===== src/sv/xlsu_pkg.sv =====
package xlsu_pkg;

   localparam int DataWidth  = 32;
   localparam int CountWidth = 5;
   localparam int QueueDepth = 2;
   localparam int QueuePtrWidth = $clog2(QueueDepth);
   localparam int QueueCntWidth = $clog2(QueueDepth + 1);

   typedef enum logic [3:0] {
      OP_TEST  = 4'd0,
      OP_AND   = 4'd1,
      OP_XOR   = 4'd2,
      OP_OR    = 4'd3,
      OP_SAR   = 4'd4,
      OP_SHL   = 4'd5,
      OP_SHR   = 4'd6,
      OP_SETCC = 4'd7,
      OP_NOT   = 4'd8,
      OP_SHRD  = 4'd9
   } op_type;

   typedef enum logic [1:0] {
      SIZE_BYTE  = 2'd0,
      SIZE_WORD  = 2'd1,
      SIZE_DWORD = 2'd2
   } size_type;

   typedef enum logic [3:0] {
      K_TEST,
      K_AND,
      K_XOR,
      K_OR,
      K_SAR,
      K_SHL,
      K_SHR,
      K_SETCC,
      K_NOT,
      K_SHRD,
      K_NONE
   } kind_type;

   typedef enum logic [1:0] {
      W8,
      W16,
      W32
   } width_type;

   typedef enum logic [2:0] {
      CC_O  = 3'd0,
      CC_B  = 3'd1,
      CC_E  = 3'd2,
      CC_BE = 3'd3,
      CC_S  = 3'd4,
      CC_P  = 3'd5,
      CC_L  = 3'd6,
      CC_LE = 3'd7
   } cond_pair_type;

   typedef struct packed {
      logic [3:0]           operation;
      logic [1:0]           size_code;
      logic [DataWidth-1:0] dest_value;
      logic [DataWidth-1:0] src_value;
      logic [DataWidth-1:0] src2_value;
      logic [3:0]           condition;
   } req_type;

   typedef struct packed {
      logic [DataWidth-1:0] result;
      logic                 write_back;
      logic                 carry_flag;
      logic                 overflow_flag;
      logic                 sign_flag;
      logic                 zero_flag;
      logic                 parity_flag;
   } rsp_type;

   typedef struct packed {
      kind_type              kind;
      width_type             width;
      logic [DataWidth-1:0]  dest;
      logic [DataWidth-1:0]  src;
      logic [CountWidth-1:0] count;
      logic [DataWidth-1:0]  src2;
      logic [3:0]            condition;
   } work_type;

   typedef struct packed {
      logic cf;
      logic of;
      logic sf;
      logic zf;
      logic pf;
   } flags_type;

   function automatic logic [DataWidth-1:0] width_mask(width_type w);
      logic [DataWidth-1:0] m;
      unique case (w)
         W8:      m = {{(DataWidth-8){1'b0}}, 8'hff};
         W16:     m = {{(DataWidth-16){1'b0}}, 16'hffff};
         default: m = {DataWidth{1'b1}};
      endcase
      return m;
   endfunction

   function automatic logic top_bit(logic [DataWidth-1:0] v, width_type w);
      logic b;
      unique case (w)
         W8:      b = v[7];
         W16:     b = v[15];
         default: b = v[DataWidth-1];
      endcase
      return b;
   endfunction

endpackage


===== src/sv/xlsu_front.sv =====
module xlsu_front
   import xlsu_pkg::*;
(
   input  logic     reset,
   input  logic     req_valid,
   output logic     req_stall,
   input  req_type  req_item,
   input  logic     queue_full,
   output logic     push,
   output work_type push_item
);

   kind_type             kind;
   width_type            width;
   logic [DataWidth-1:0] mask;

   always_comb begin
      unique case (req_item.operation)
         OP_TEST:  kind = K_TEST;
         OP_AND:   kind = K_AND;
         OP_XOR:   kind = K_XOR;
         OP_OR:    kind = K_OR;
         OP_SAR:   kind = K_SAR;
         OP_SHL:   kind = K_SHL;
         OP_SHR:   kind = K_SHR;
         OP_SETCC: kind = K_SETCC;
         OP_NOT:   kind = K_NOT;
         OP_SHRD:  kind = K_SHRD;
         default:  kind = K_NONE;
      endcase
   end

   always_comb begin
      unique case (req_item.size_code)
         SIZE_BYTE: width = W8;
         SIZE_WORD: width = W16;
         default:   width = W32;
      endcase
   end

   assign mask = width_mask(width);

   // The destination is kept whole because the double shift uses all 32 bits.
   always_comb begin
      push_item.kind      = kind;
      push_item.width     = width;
      push_item.dest      = req_item.dest_value;
      push_item.src       = req_item.src_value & mask;
      push_item.count     = req_item.src_value[CountWidth-1:0];
      push_item.src2      = req_item.src2_value;
      push_item.condition = req_item.condition;
   end

   assign req_stall = queue_full | reset;
   assign push      = req_valid & ~req_stall;

endmodule


===== src/sv/xlsu_queue.sv =====
module xlsu_queue
   import xlsu_pkg::*;
(
   input  logic     clock,
   input  logic     reset,
   input  logic     push,
   input  work_type push_item,
   output logic     full,
   output logic     pop_valid,
   input  logic     pop,
   output work_type pop_item
);

   work_type                 entry_ff [QueueDepth];
   logic [QueuePtrWidth-1:0] wr_ptr_ff, wr_ptr_in;
   logic [QueuePtrWidth-1:0] rd_ptr_ff, rd_ptr_in;
   logic [QueueCntWidth-1:0] count_ff, count_in;

   assign full      = count_ff == QueueCntWidth'(QueueDepth);
   assign pop_valid = count_ff != '0;
   assign pop_item  = entry_ff[rd_ptr_ff];

   function automatic logic [QueuePtrWidth-1:0] next_ptr(logic [QueuePtrWidth-1:0] p);
      logic [QueuePtrWidth-1:0] n;
      if (p == QueuePtrWidth'(QueueDepth - 1)) begin
         n = '0;
      end else begin
         n = p + 1'b1;
      end
      return n;
   endfunction

   always_comb begin
      wr_ptr_in = push ? next_ptr(wr_ptr_ff) : wr_ptr_ff;
      rd_ptr_in = pop ? next_ptr(rd_ptr_ff) : rd_ptr_ff;
      count_in  = count_ff;
      if (push & ~pop) begin
         count_in = count_ff + 1'b1;
      end else if (pop & ~push) begin
         count_in = count_ff - 1'b1;
      end
   end

   always_ff @(posedge clock) begin
      if (reset) begin
         wr_ptr_ff <= '0;
         rd_ptr_ff <= '0;
         count_ff  <= '0;
      end else begin
         wr_ptr_ff <= wr_ptr_in;
         rd_ptr_ff <= rd_ptr_in;
         count_ff  <= count_in;
      end
   end

   always_ff @(posedge clock) begin
      if (push) begin
         entry_ff[wr_ptr_ff] <= push_item;
      end
   end

endmodule


===== src/sv/xlsu_back.sv =====
module xlsu_back
   import xlsu_pkg::*;
(
   input  logic     clock,
   input  logic     reset,
   input  logic     work_valid,
   input  work_type work_item,
   output logic     pop,
   output logic     rsp_valid,
   input  logic     rsp_stall,
   output rsp_type  rsp_item
);

   flags_type            flags_ff, flags_in;
   logic                 rsp_valid_ff, rsp_valid_in;
   rsp_type              rsp_ff, rsp_in;
   logic [DataWidth-1:0] mask;
   logic [DataWidth-1:0] dest;
   logic [DataWidth-1:0] res;
   logic [DataWidth-1:0] sar_fill;
   logic                 wb;
   logic                 cond;
   logic                 szp_update;
   logic                 co_clear;
   logic [5:0]           back_count;

   assign mask       = width_mask(work_item.width);
   assign dest       = work_item.dest & mask;
   assign back_count = 6'(DataWidth) - {1'b0, work_item.count};
   assign sar_fill   = (top_bit(dest, work_item.width) && work_item.count != '0)
                     ? ~({DataWidth{1'b1}} >> work_item.count) : '0;

   always_comb begin
      unique case (cond_pair_type'(work_item.condition[3:1]))
         CC_O:    cond = flags_ff.of;
         CC_B:    cond = flags_ff.cf;
         CC_E:    cond = flags_ff.zf;
         CC_BE:   cond = flags_ff.cf | flags_ff.zf;
         CC_S:    cond = flags_ff.sf;
         CC_P:    cond = flags_ff.pf;
         CC_L:    cond = flags_ff.sf ^ flags_ff.of;
         default: cond = flags_ff.zf | (flags_ff.sf ^ flags_ff.of);
      endcase
   end

   always_comb begin
      res        = '0;
      wb         = 1'b1;
      szp_update = 1'b0;
      co_clear   = 1'b0;
      unique case (work_item.kind)
         K_TEST: begin
            res        = dest & work_item.src;
            wb         = 1'b0;
            szp_update = 1'b1;
            co_clear   = 1'b1;
         end
         K_AND: begin
            res        = dest & work_item.src;
            szp_update = 1'b1;
            co_clear   = 1'b1;
         end
         K_XOR: begin
            res        = dest ^ work_item.src;
            szp_update = 1'b1;
            co_clear   = 1'b1;
         end
         K_OR: begin
            res        = dest | work_item.src;
            szp_update = 1'b1;
            co_clear   = 1'b1;
         end
         K_SAR: begin
            res        = ((dest >> work_item.count) | sar_fill) & mask;
            szp_update = 1'b1;
         end
         K_SHL: begin
            res        = (dest << work_item.count) & mask;
            szp_update = 1'b1;
         end
         K_SHR: begin
            res        = dest >> work_item.count;
            szp_update = 1'b1;
         end
         K_SETCC: begin
            res = {{(DataWidth-1){1'b0}}, cond ^ work_item.condition[0]};
         end
         K_NOT: begin
            res = ~dest & mask;
         end
         K_SHRD: begin
            if (work_item.count == '0) begin
               res = work_item.dest;
            end else begin
               res = (work_item.dest >> work_item.count)
                   | (work_item.src2 << back_count);
            end
         end
         default: begin
            res = '0;
            wb  = 1'b0;
         end
      endcase
   end

   always_comb begin
      flags_in = flags_ff;
      if (pop && szp_update) begin
         flags_in.pf = ~^res[7:0];
         flags_in.zf = res == '0;
         flags_in.sf = top_bit(res, work_item.width);
         if (co_clear) begin
            flags_in.cf = 1'b0;
            flags_in.of = 1'b0;
         end
      end
   end

   assign pop = work_valid & (~rsp_valid_ff | ~rsp_stall);

   always_comb begin
      rsp_valid_in = rsp_valid_ff & rsp_stall;
      if (pop) begin
         rsp_valid_in = 1'b1;
      end
   end

   always_comb begin
      rsp_in               = rsp_ff;
      if (pop) begin
         rsp_in.result        = res;
         rsp_in.write_back    = wb;
         rsp_in.carry_flag    = flags_in.cf;
         rsp_in.overflow_flag = flags_in.of;
         rsp_in.sign_flag     = flags_in.sf;
         rsp_in.zero_flag     = flags_in.zf;
         rsp_in.parity_flag   = flags_in.pf;
      end
   end

   always_ff @(posedge clock) begin
      if (reset) begin
         flags_ff     <= '0;
         rsp_valid_ff <= 1'b0;
      end else begin
         flags_ff     <= flags_in;
         rsp_valid_ff <= rsp_valid_in;
      end
   end

   always_ff @(posedge clock) begin
      rsp_ff <= rsp_in;
   end

   assign rsp_valid = rsp_valid_ff;
   assign rsp_item  = rsp_ff;

endmodule


===== src/sv/x86_logic_shift_unit_top.sv =====
// An accepted item is written into the queue, then executed and registered in rsp_ff.
// Throughput: one item per cycle unless rsp stalls; the execute-stage flag register is
// read or written by an item as it executes, so items never wait on each other.
// A two-entry queue parts intake from execution, so each side stalls on its own.
// Reset clears the flags to zero, empties the queue and drops any pending result.
module x86_logic_shift_unit_top
   import xlsu_pkg::*;
(
   input  logic    clock,
   input  logic    reset,
   input  logic    req_valid,
   output logic    req_stall,
   input  req_type req_item,
   output logic    rsp_valid,
   input  logic    rsp_stall,
   output rsp_type rsp_item
);

   logic     queue_full;
   logic     push;
   work_type push_item;
   logic     pop_valid;
   logic     pop;
   work_type pop_item;

   xlsu_front u_front (
      .reset      (reset),
      .req_valid  (req_valid),
      .req_stall  (req_stall),
      .req_item   (req_item),
      .queue_full (queue_full),
      .push       (push),
      .push_item  (push_item)
   );

   xlsu_queue u_queue (
      .clock     (clock),
      .reset     (reset),
      .push      (push),
      .push_item (push_item),
      .full      (queue_full),
      .pop_valid (pop_valid),
      .pop       (pop),
      .pop_item  (pop_item)
   );

   xlsu_back u_back (
      .clock      (clock),
      .reset      (reset),
      .work_valid (pop_valid),
      .work_item  (pop_item),
      .pop        (pop),
      .rsp_valid  (rsp_valid),
      .rsp_stall  (rsp_stall),
      .rsp_item   (rsp_item)
   );

endmodule

===== config.mk =====
export PLATFORM = sky130hd
export DESIGN_NAME = x86_logic_shift_unit_top
export DESIGN_NICKNAME = d
export VERILOG_FILES = /design/src/sv/xlsu_pkg.sv /design/src/sv/xlsu_front.sv /design/src/sv/xlsu_queue.sv /design/src/sv/xlsu_back.sv /design/src/sv/x86_logic_shift_unit_top.sv
export SDC_FILE = /design/constraint.sdc
export NUM_CORES = 1
export LEC_CHECK = 0
export ABC_AREA = 1
export ABC_CLOCK_PERIOD_IN_PS = 5100
export CAP_MARGIN = 20
export CORE_AREA = 2 2 226 228
export DETAILED_ROUTE_END_ITERATION = 6
export DIE_AREA = 0 0 228 230
export DONT_BUFFER_PORTS = 1
export RECOVER_POWER = 100
export SLEW_MARGIN = 20
export SYNTH_ARGS = -nofsm -noshare
export SYNTH_HDL_FRONTEND = slang
export SYNTH_SLANG_ARGS = --single-unit

===== constraint.sdc =====
create_clock -name clock -period 5.1 [get_ports clock]
set_input_delay 0 -clock clock [delete_from_list [all_inputs] [get_ports clock]]
set_output_delay 0 -clock clock [all_outputs]
set_load 0.1 [all_outputs]

# Word level (Yosys, flattened, before mapping)
# Memories as Yosys holds them, arrays and structs flattened. A register that Yosys moved wholly into a read port is not among the register bits.
# Index checks and enable logic that the tools add are counted.
[classes]
addsub = 5
n_eq_ne = 19
shifts = 5
n_mux = 23
bitwise = 28
reduce_logical = 17
[ops]
columns = ["cell", "count"]
rows = [
  ["$pmux 32 s9", 1],
  ["$and 32x32->32", 6],
  ["$pmux 32 s2", 2],
  ["$or 32x32->32", 3],
  ["$mux 32", 2],
  ["$not 32->32", 2],
  ["$shr 32x5->32", 2],
  ["$logic_not 32->1", 1],
  ["$shl 32x5->32", 1],
  ["$shl 32x6->32", 1],
  ["$shr 32x5->32 const A", 1],
  ["$xor 32x32->32", 1],
  ["$eq 4x3->1 const B", 4],
  ["$mux 1", 10],
  ["$eq 3x3->1 const B", 3],
  ["$reduce_or 9->1", 1],
  ["$eq 4x2->1 const B", 2],
  ["$eq 4x4->1 const B", 2],
  ["$reduce_xnor 8->1", 1],
  ["$pmux 1 s7", 1],
  ["$reduce_or 7->1", 1],
  ["$eq 2x1->1 const B", 3],
  ["$eq 3x2->1 const B", 2],
  ["$logic_not 2->1", 3],
  ["other kinds (23)", 41],
]
[totals]
reg_bits = 48
ramBits = 222
mem_bits_ro = 64
input_bits = 110
output_inout_bits = 40
elab_cells = 115
mem_count = 2
[mem_list]
columns = ["name", "depth", "word_bits", "rd", "rd_ports_with_merged_regs", "write_ports", "line_no", "source"]
rows = [
  ["u_queue.entry_ff", 2, 111, 1, 1, 1, "xlsu_queue.sv:14", "work_type entry_ff [QueueDepth];"],
  ["(no name shown)", 16, 4, 1, 0, 0, "xlsu_front.sv:18", "unique case (req_item.operation)"],
]

# Logic depth before layout (Yosys ltp)
# Gate-level depths: netlist of the first run.
[depth]
word_depth = 11
depth_mapped = 30
depth_no_buf = 27

# Modules after synthesis
# Synthesis of the first run repeated with hierarchy kept, for this count alone.
[hier_totals]
cells_unflattened = 2532
hier_area_um2 = 20039.2
[modules_own_cells]
columns = ["mod", "instances", "cells_per_inst", "area_each_um2", "seq_area_each_um2"]
rows = [
  ["xlsu_back", 1, 2007, 10885.4, 1261.2],
  ["xlsu_queue", 1, 378, 8265.4, 6766.5],
  ["xlsu_front", 1, 147, 888.4, 0.0],
]

# Worst setup path after synthesis of the first run
# No wires, ideal clock.
[synth_path]
path_kind = "reg2reg"
start = "register u_queue.count_ff[0]"
end = "memory u_queue.entry_ff[0][0] in the netlist's numbering (enable)"
setup_time_ns = 0.572
t_arrival_ns = 5.037
required_ns = 4.528
slack_ns = -0.510
stages_incl_launch_ff = 5
n_path_buf = 0
period_less_slack_ns = 5.610
path_cell_list = "dfxtp_1 > inv_1 > nand2_1 > nand3_1 > nor2_1"
[synth_via]
elab_chain_len = 6
[synth_rtl]
columns = ["item", "line_no", "source"]
rows = [
  ["from (decl)", "xlsu_queue.sv:17", "logic [QueueCntWidth-1:0] count_ff, count_in;"],
  ["from (signal assigned)", "xlsu_queue.sv:52", "count_ff <= count_in;"],
  ["$eq 2x2->1", "xlsu_queue.sv:19", "assign full = count_ff == QueueCntWidth'(QueueDepth);"],
  ["$or 1x1->1", "xlsu_front.sv:54", "assign req_stall = queue_full | reset;"],
  ["$not 1->1", "xlsu_front.sv:55", "assign push = req_valid & ~req_stall;"],
  ["$and 1x1->1", "xlsu_front.sv:55", ""],
  ["$mux 1", "xlsu_queue.sv:57", "if (push) begin"],
  ["$mux 1 (implied by the code)", "xlsu_queue.sv:58", "entry_ff[wr_ptr_ff] <= push_item;"],
  ["to (decl)", "xlsu_queue.sv:14", ""],
]
# No other way between the ends.

==> results.md, run 1 <==
## Run status
- result of the run: finished with violations
- failing checks: max-capacitance violations, max-slew violations, negative setup slack

## Layout
- signed area change from the synthesized netlist to the final layout: 15.2%
- number of nets in the finished design: 3065
- layout cells sized above 1: 0.0875

## Clock tree
- clock tree root buffer cell: clkbuf_16
- insertion delay to the later sink of the worst-skew pair: 0.58 ns
- Num CTS Buffers: 28
- Num Clock Sinks: 261
- buffers from clock root to sink, at most: 3
- number of setup buffers added after CTS: 0
- TritonCTS clock tree: built
- clock transition at the register clock pins on the worst setup and hold paths after CTS: 0.06 ns
- depth of the CTS H-tree: 1

## Setup path
- kind of launch point of the worst setup path: flop
- Critical Path Sink Type: flop
- data required time at the worst endpoint: 5.53 ns
- data arrival at the endpoint of the critical path: 5.53 ns
- chain of cells forming the critical path: buf_4 > buf_4 > nand2_1 > o21ai_1 > nand2_1 > nand2_1 > inv_1 > o21ai_0 > nand2_1 > nand4_1 > o21ai_0 > o221ai_1 > nand4_1 > inv_1 > ha_1 > nand4_1 > nor2_1 > nand3_1 > nor2_1 > nand3_1 > nor2_1 > nor2_1 > inv_1
- category of cells accounting for the largest share of critical-path delay: simple AND/OR/NAND/NOR gates
- Buf/Inv on CP: 5
- Critical-path top delay cell: o21ai_1
- Worst Setup Path Type: reg2reg
- maximum fanout along the worst path: 35
- largest stage delay on the critical path: 0.62 ns

## Routing
- number of nets with antenna violations after detailed routing: 0
- uppermost metal layer occupied by signal nets: met4
- routed length on met1: 42600 um
- met2 wire len: 40100 um
- drt drc: 0
- Wirelength per Cell: 27.4 um
- first-iteration detailed-routing DRC count: 2935
- DR pass1 iterations: 6
- final WL: 98000 um
- routed length on met3: 10100 um
- per-cell via count in the routed design: 5.81
- via count of the routed design: 20800

## STA
- top achievable clock speed: 196 MHz
- minimum clock period: 5.10 ns
- final hold vios: 0
- worst hold slack across all endpoints: 0.0715 ns
- Layout Skew: 0.0285 ns
- Slew @ Worst Pin: 3.03 ns
- normalized max-slew margin: -1.02
- post-route clock period utilization: 1.00
- unrepaired setup endpoints after global routing: no
- number of max-slew violations in the final report: 243
- setup violation total in the final timing report: 1
- final worst-path setup slack: -0.000476 ns

## Synth
- syn avg cell area: 7.14 um^2
- fraction of post-synthesis cell area in the top cell type by area: 0.379
- multiplexer area fraction after synthesis: 0.000506
- total nets after synthesis: 2956
- post-synthesis compound-gate area fraction: 0.0890
- post-synthesis simple-gate area fraction: 0.373
- post-synthesis register bit count: 261
- Unique masters post-synth: 57
- top cell types by occurrence after synthesis: nand2_1, nand3_1, inv_1, edfxtp_1, nor2_1
- largest area contributor in the netlist: edfxtp_1
- combinational family with the most area after synthesis: simple AND/OR/NAND/NOR gates
- dominant cells by area after synthesis: edfxtp_1, nand2_1, nand3_1, inv_1, ha_1
- cell with the most instances after synthesis: nand2_1
- main flop type after synthesis: edfxtp_1
- cell count after synthesis: 2771
- part of the Yosys area used for sequential elements: 0.390
- count of flip-flops with a built-in enable after synthesis: 250
- synthesized-area fraction occupied by xor and xnor cells: 0.00221
- adder-cell area share of the yosys netlist: 0.0474
- combined area of all synthesized cells: 19800 um^2
- Synthesis Warnings: 0
- proportion of synthesized flip-flops having asynchronous set or reset: 0

## Die
- Die H: 230 um
- floorplan die area: 52400 um^2
- Starting Density: 0.397
- die outline width: 228 um
- number of primary I/O pins: 150
- Placement Rows: 82
- area of the placeable core: 49900 um^2

## Hold path
- class of the most critical hold timing path: in2reg

## Global routing
- total congestion overflow after global routing: 0
- number of antenna violations at the first check in global routing: 3
- total track usage: 0.368
- global-route wire length before repair: 140000 um
- pin count of the biggest net entering global routing: 107
- number of global-route vias before repair: 19600

## Power
- power per unit of standard cell area: 746 nW/um^2
- maximum resistive drop on vdd: 406 uV
- overall power after layout: 17000 uW
- leakage power: 0.0106 uW

## Place
- DPL Wire Length: 77100 um
- buffers added on ports: 0
- placer congestion estimate: 1.08

## Run
- number of max-cap violations: 4

through the flow:
step | area [um^2] | instances | setup TNS, ns | utilization | setup WS, ns
global placement | 20800 | 3413 | 0 | 0.417 | 0.0645
finish | 22800 | 3577 | -0.000476 | 0.457 | -0.000476
floorplan | 19800 | 2771 | -108.07 | - | -0.510
CTS | 22900 | 3574 | 0 | 0.458 | 0.0587
global route | 22800 | 3574 | 0 | 0.457 | 0.00467
detailed placement | 20800 | 3413 | 0 | 0.417 | 0.110
worst paths after layout:
check        slack (ns)                                end                      startpoint  cells past startpoint
max             -0.0005       u_back.rsp_item[1]$_DFFE_PP_                            flop                     23
min                0.07  u_queue.entry_ff[0][19]$_DFFE_PP_                    req_item[19]                      1
max reg2reg     -0.0005       u_back.rsp_item[1]$_DFFE_PP_                            flop                     23
min reg2reg        0.46     u_queue.rd_ptr_ff$_SDFFE_PP0P_  u_queue.rd_ptr_ff$_SDFFE_PP0P_                      1
state kept, by name (all words and copies together) (netlist names), named ones only:
signal	cells
u_queue.count_ff	2
u_queue.entry_ff	212
u_back.rsp_valid	1
u_back.flags_ff	5
u_queue.wr_ptr_ff	1
u_queue.rd_ptr_ff	1
u_back.rsp_item	38
final cells by class:
type,instances,area (um^2)
clock inverter,17,189
fill,5196,27100
tap,672,841
antenna,3,7.51
clock buffer,35,768
inverter,279,1060
multi-input combinational,2079,10100
timing repair buffer,231,2060
sequential,261,7730
placed cells by master, fill, tap and decap left out, types with 10 or more instances in the layout:
cell type / Yosys / layout
clkbuf_16: 0 / 29
nand3_1: 524 / 524
a221oi_1: 16 / 16
inv_1: 260 / 260
inv_2: 12 / 12
a21oi_1: 78 / 79
a31oi_1: 13 / 13
edfxtp_1: 250 / 250
or2_2: 31 / 31
o211ai_1: 21 / 21
nor2_1: 154 / 153
dlygate4sd3_1: 0 / 109
dfxtp_1: 11 / 10
nand4_1: 24 / 24
nand2_1: 917 / 918
nand2_2: 14 / 14
o21ai_0: 118 / 119
buf_4: 12 / 106
o21ai_1: 13 / 12
ha_1: 75 / 75
repair_timing:
item                       CTS  global route
resized for setup            0             1
hold endpoints to repair   223             0
setup endpoints to repair    0             2
hold buffers               109             0
power by group:
part           switching, uW  internal [uW]
clock                    871           1230
combinational           7970           2870
sequential              1260           2810
logic make-up (layout without fill, tap and decap cells):
kind of cell,after synthesis,count (layout)
compound gates,299,299
xor+xnor,5,5
fa+ha+maj,75,75
buf+inv,431,562
flops,261,261
mux,1,1
other cells,0,3
simple gates,1699,1699
worst register-to-register path, delay by kind of cell (launching register included):
kind                       cells  cell delay (ns)
DFF                            1             0.42
and+or+nand+nor               13             1.90
AOI/OAI and AO/OA              4             1.50
adders and majority gates      1             0.14
buffers and inverters          5             1.00
layer usage:
metal | GRT usage | vias up
met5 | 0 | -
met4 | 0.170 | 0
met3 | 0.0616 | 214
met2 | 0.531 | 1276
met1 | 0.536 | 9838
li1 | - | 9465
Power figures use the tool's default switching activity.
==> run 2: changes to the inputs <==
- CORE_AREA: 2 2 226 228 -> 2 2 269 192
- DIE_AREA: 0 0 228 230 -> 0 0 271 194
- PLACE_DENSITY: default -> 0.63
- RECOVER_POWER: 100 -> default
==> results.md, run 2 (synthesis gave the netlist of run 1 again) <==
## Run status
- result of the run: finished clean

## Power
- sequential cell fraction of total power: 0.235
- switching power of the nets: 10200 uW
- maximum resistive drop on vdd: 372 uV
- Clk pwr share: 0.114
- leakage power: 0.0107 uW
- power per unit of standard cell area: 748 nW/um^2
- Comb power frac: 0.650
- switching share of total power: 0.595
- overall power after layout: 17200 uW
- cell-internal power: 6970 uW

## Setup path
- FF-to-FF End: u_back.rsp_item[1]$_DFFE_PP_
- largest stage delay on the critical path: 0.50 ns
- chain of cells forming the critical path: buf_4 > nand2_4 > nand2_4 > inv_2 > nor2_4 > inv_2 > nor2_1 > ha_1 > nor2_1 > buf_12 > a31oi_1 > o21ai_0 > o211ai_1 > nand3_1 > inv_1 > ha_1 > nand4_1 > nor2_1 > nand3_1 > nor2_1 > nand3_1 > nor2_1 > nor2_2 > inv_1
- Worst Setup Path Type: reg2reg
- cell with the most instances on the worst path: nor2_1
- maximum fanout along the worst path: 28
- data required time at the worst endpoint: 5.44 ns
- FF-to-FF path depth: 24
- Critical-path top delay cell: dfxtp_4
- R2R Setup Slk: 0.45 ns
- data arrival at the endpoint of the critical path: 4.99 ns
- kind of launch point of the worst setup path: flop
- Critical Path Sink Type: flop

## Hold path
- class of the most critical hold timing path: in2reg
- Worst Hold Depth: 1
- destination of the worst hold path: u_queue.entry_ff[0][84]$_DFFE_PP_
- startpoint of the worst hold path: req_item[79]

## Routing
- Wirelength per Cell: 27.6 um
- number of nets with antenna violations after detailed routing: 0
- via count of the routed design: 21200
- drt drc: 0
- final WL: 99300 um
- first-iteration detailed-routing DRC count: 3427
- per-cell via count in the routed design: 5.88
- DR pass1 iterations: 6

## Layout
- commonest non-fill, non-tap cells in the layout: nand2_1, nand3_1, inv_1
- most common cell after layout, fill and taps aside: nand2_1
- flip-flop count of the largest register, all copies and words added: 212
- signed area change from the synthesized netlist to the final layout: 16.2%
- Util after Layout: 0.460
- number of nets in the finished design: 3087
- most flop-heavy register: u_queue.entry_ff
- final instance area: 23000 um^2
- layout cells sized above 1: 0.0941

## Clock tree
- depth of the CTS H-tree: 1
- TritonCTS clock tree: built
- Num Clock Sinks: 261
- clock transition at the register clock pins on the worst setup and hold paths after CTS: 0.07 ns
- clock tree root buffer cell: clkbuf_16
- number of setup buffers added after CTS: 0
- insertion delay to the later sink of the worst-skew pair: 0.60 ns
- buffers from clock root to sink, at most: 3
- Num CTS Buffers: 25

## Place
- DPL Wire Length: 78500 um
- placement-stage cell area: 21100 um^2
- buffers added on ports: 0
- Worst Setup Slack post-DPL: 0.721 ns
- placer congestion estimate: 1.11

## Global routing
- met1 usage: 0.575
- global-route met2 utilization: 0.505
- total congestion overflow after global routing: 0
- met3 Track Usage GR: 0.0942
- global-route wire length before repair: 141000 um
- number of antenna violations at the first check in global routing: 3
- pin count of the biggest net entering global routing: 107
- total track usage: 0.371
- busiest metal layer after global routing: met1
- number of global-route vias before repair: 19300

## Run
- number of max-cap violations: 0

## STA
- final worst-path setup slack: 0.447 ns
- top achievable clock speed: 215 MHz
- minimum clock period: 4.65 ns
- setup violation total in the final timing report: 0
- normalized max-slew margin: 0.328
- post-route clock period utilization: 0.912
- Layout Skew: 0.0255 ns
- unrepaired setup endpoints after global routing: no
- final hold vios: 0
- worst hold slack across all endpoints: 0.0557 ns
- number of max-slew violations in the final report: 0
- Slew @ Worst Pin: 1.01 ns

## Die
- area of the placeable core: 50000 um^2
- die outline width: 271 um
- floorplan die area: 52600 um^2
- Placement Rows: 69
- Die H: 194 um
- Starting Density: 0.396
- number of primary I/O pins: 150

## run 2: cell types whose count changed in the layout (fill, tap and decap cells not counted), moves of 3 or more
cell,change
clkinv_2,-3
buf_12,+7
clkbuf_2,-3
clkinvlp_4,-4
clkbuf_16,-4
buf_4,+27
clkinv_1,+3
## run 2: what timing repair did
item,CTS,global route
endpoints found under the hold margin,223,0
endpoints found under the setup margin,0,0
hold buffers,110,0
resized for setup,0,0
## run 2: routing by layer
layer  routed length, um  up-vias  part of all wire
li1                    -     9518                 -
met1               45500    10200              0.46
met2               38800     1255              0.39
met3               12000      151              0.12
met4                2980        0             0.030
met5                   0        -                 0
## run 2: power groups by stage
stage	clock network, uW	registers, uW	logic, uW
after global placement	0	4090	10600
after detailed placement	0	4090	10600
after global routing	2080	4070	11800
after CTS	2000	4050	10700
final	1970	4050	11200
after floorplan	0	4050	6260
## run 2: final cells by class
class,instances,area [um^2]
multi-input combinational,2079,10200
antenna,1,2.50
tap,674,843
sequential,261,7730
clock inverter,12,174
timing repair buffer,256,2360
inverter,279,1060
fill,5080,27000
clock buffer,34,669
## run 2: critical path: cells and delay by family, from the launching register on
kind                     cells  cell delay (ns)
AO/OA/AOI/OAI                3             0.66
adder cells (fa/ha/maj)      2             0.51
buffers and inverters        6             0.79
flip-flops                   1             0.50
AND/OR/NAND/NOR             13             1.91
## run 2: how the worst max path moves through the flow
stage / to / cells after the start / startpoint
detailed placement: u_back.rsp_item[1]$_DFFE_PP_ / 24 / flop
floorplan: u_queue.entry_ff[0][0]$_DFFE_PP_ / 4 / u_queue.count_ff[0]$_SDFFE_PP0P_
CTS: u_back.rsp_item[1]$_DFFE_PP_ / 24 / flop
global placement: u_back.rsp_item[1]$_DFFE_PP_ / 24 / flop
finish: u_back.rsp_item[1]$_DFFE_PP_ / 24 / flop
global route: u_back.rsp_item[1]$_DFFE_PP_ / 24 / flop
## run 2: through the flow
step,setup TNS [ns],cells
final,0,3596
after global placement,0,3439
after global routing,0,3595
after floorplan,-108.07,2771
after CTS,0,3595
after detailed placement,0,3439
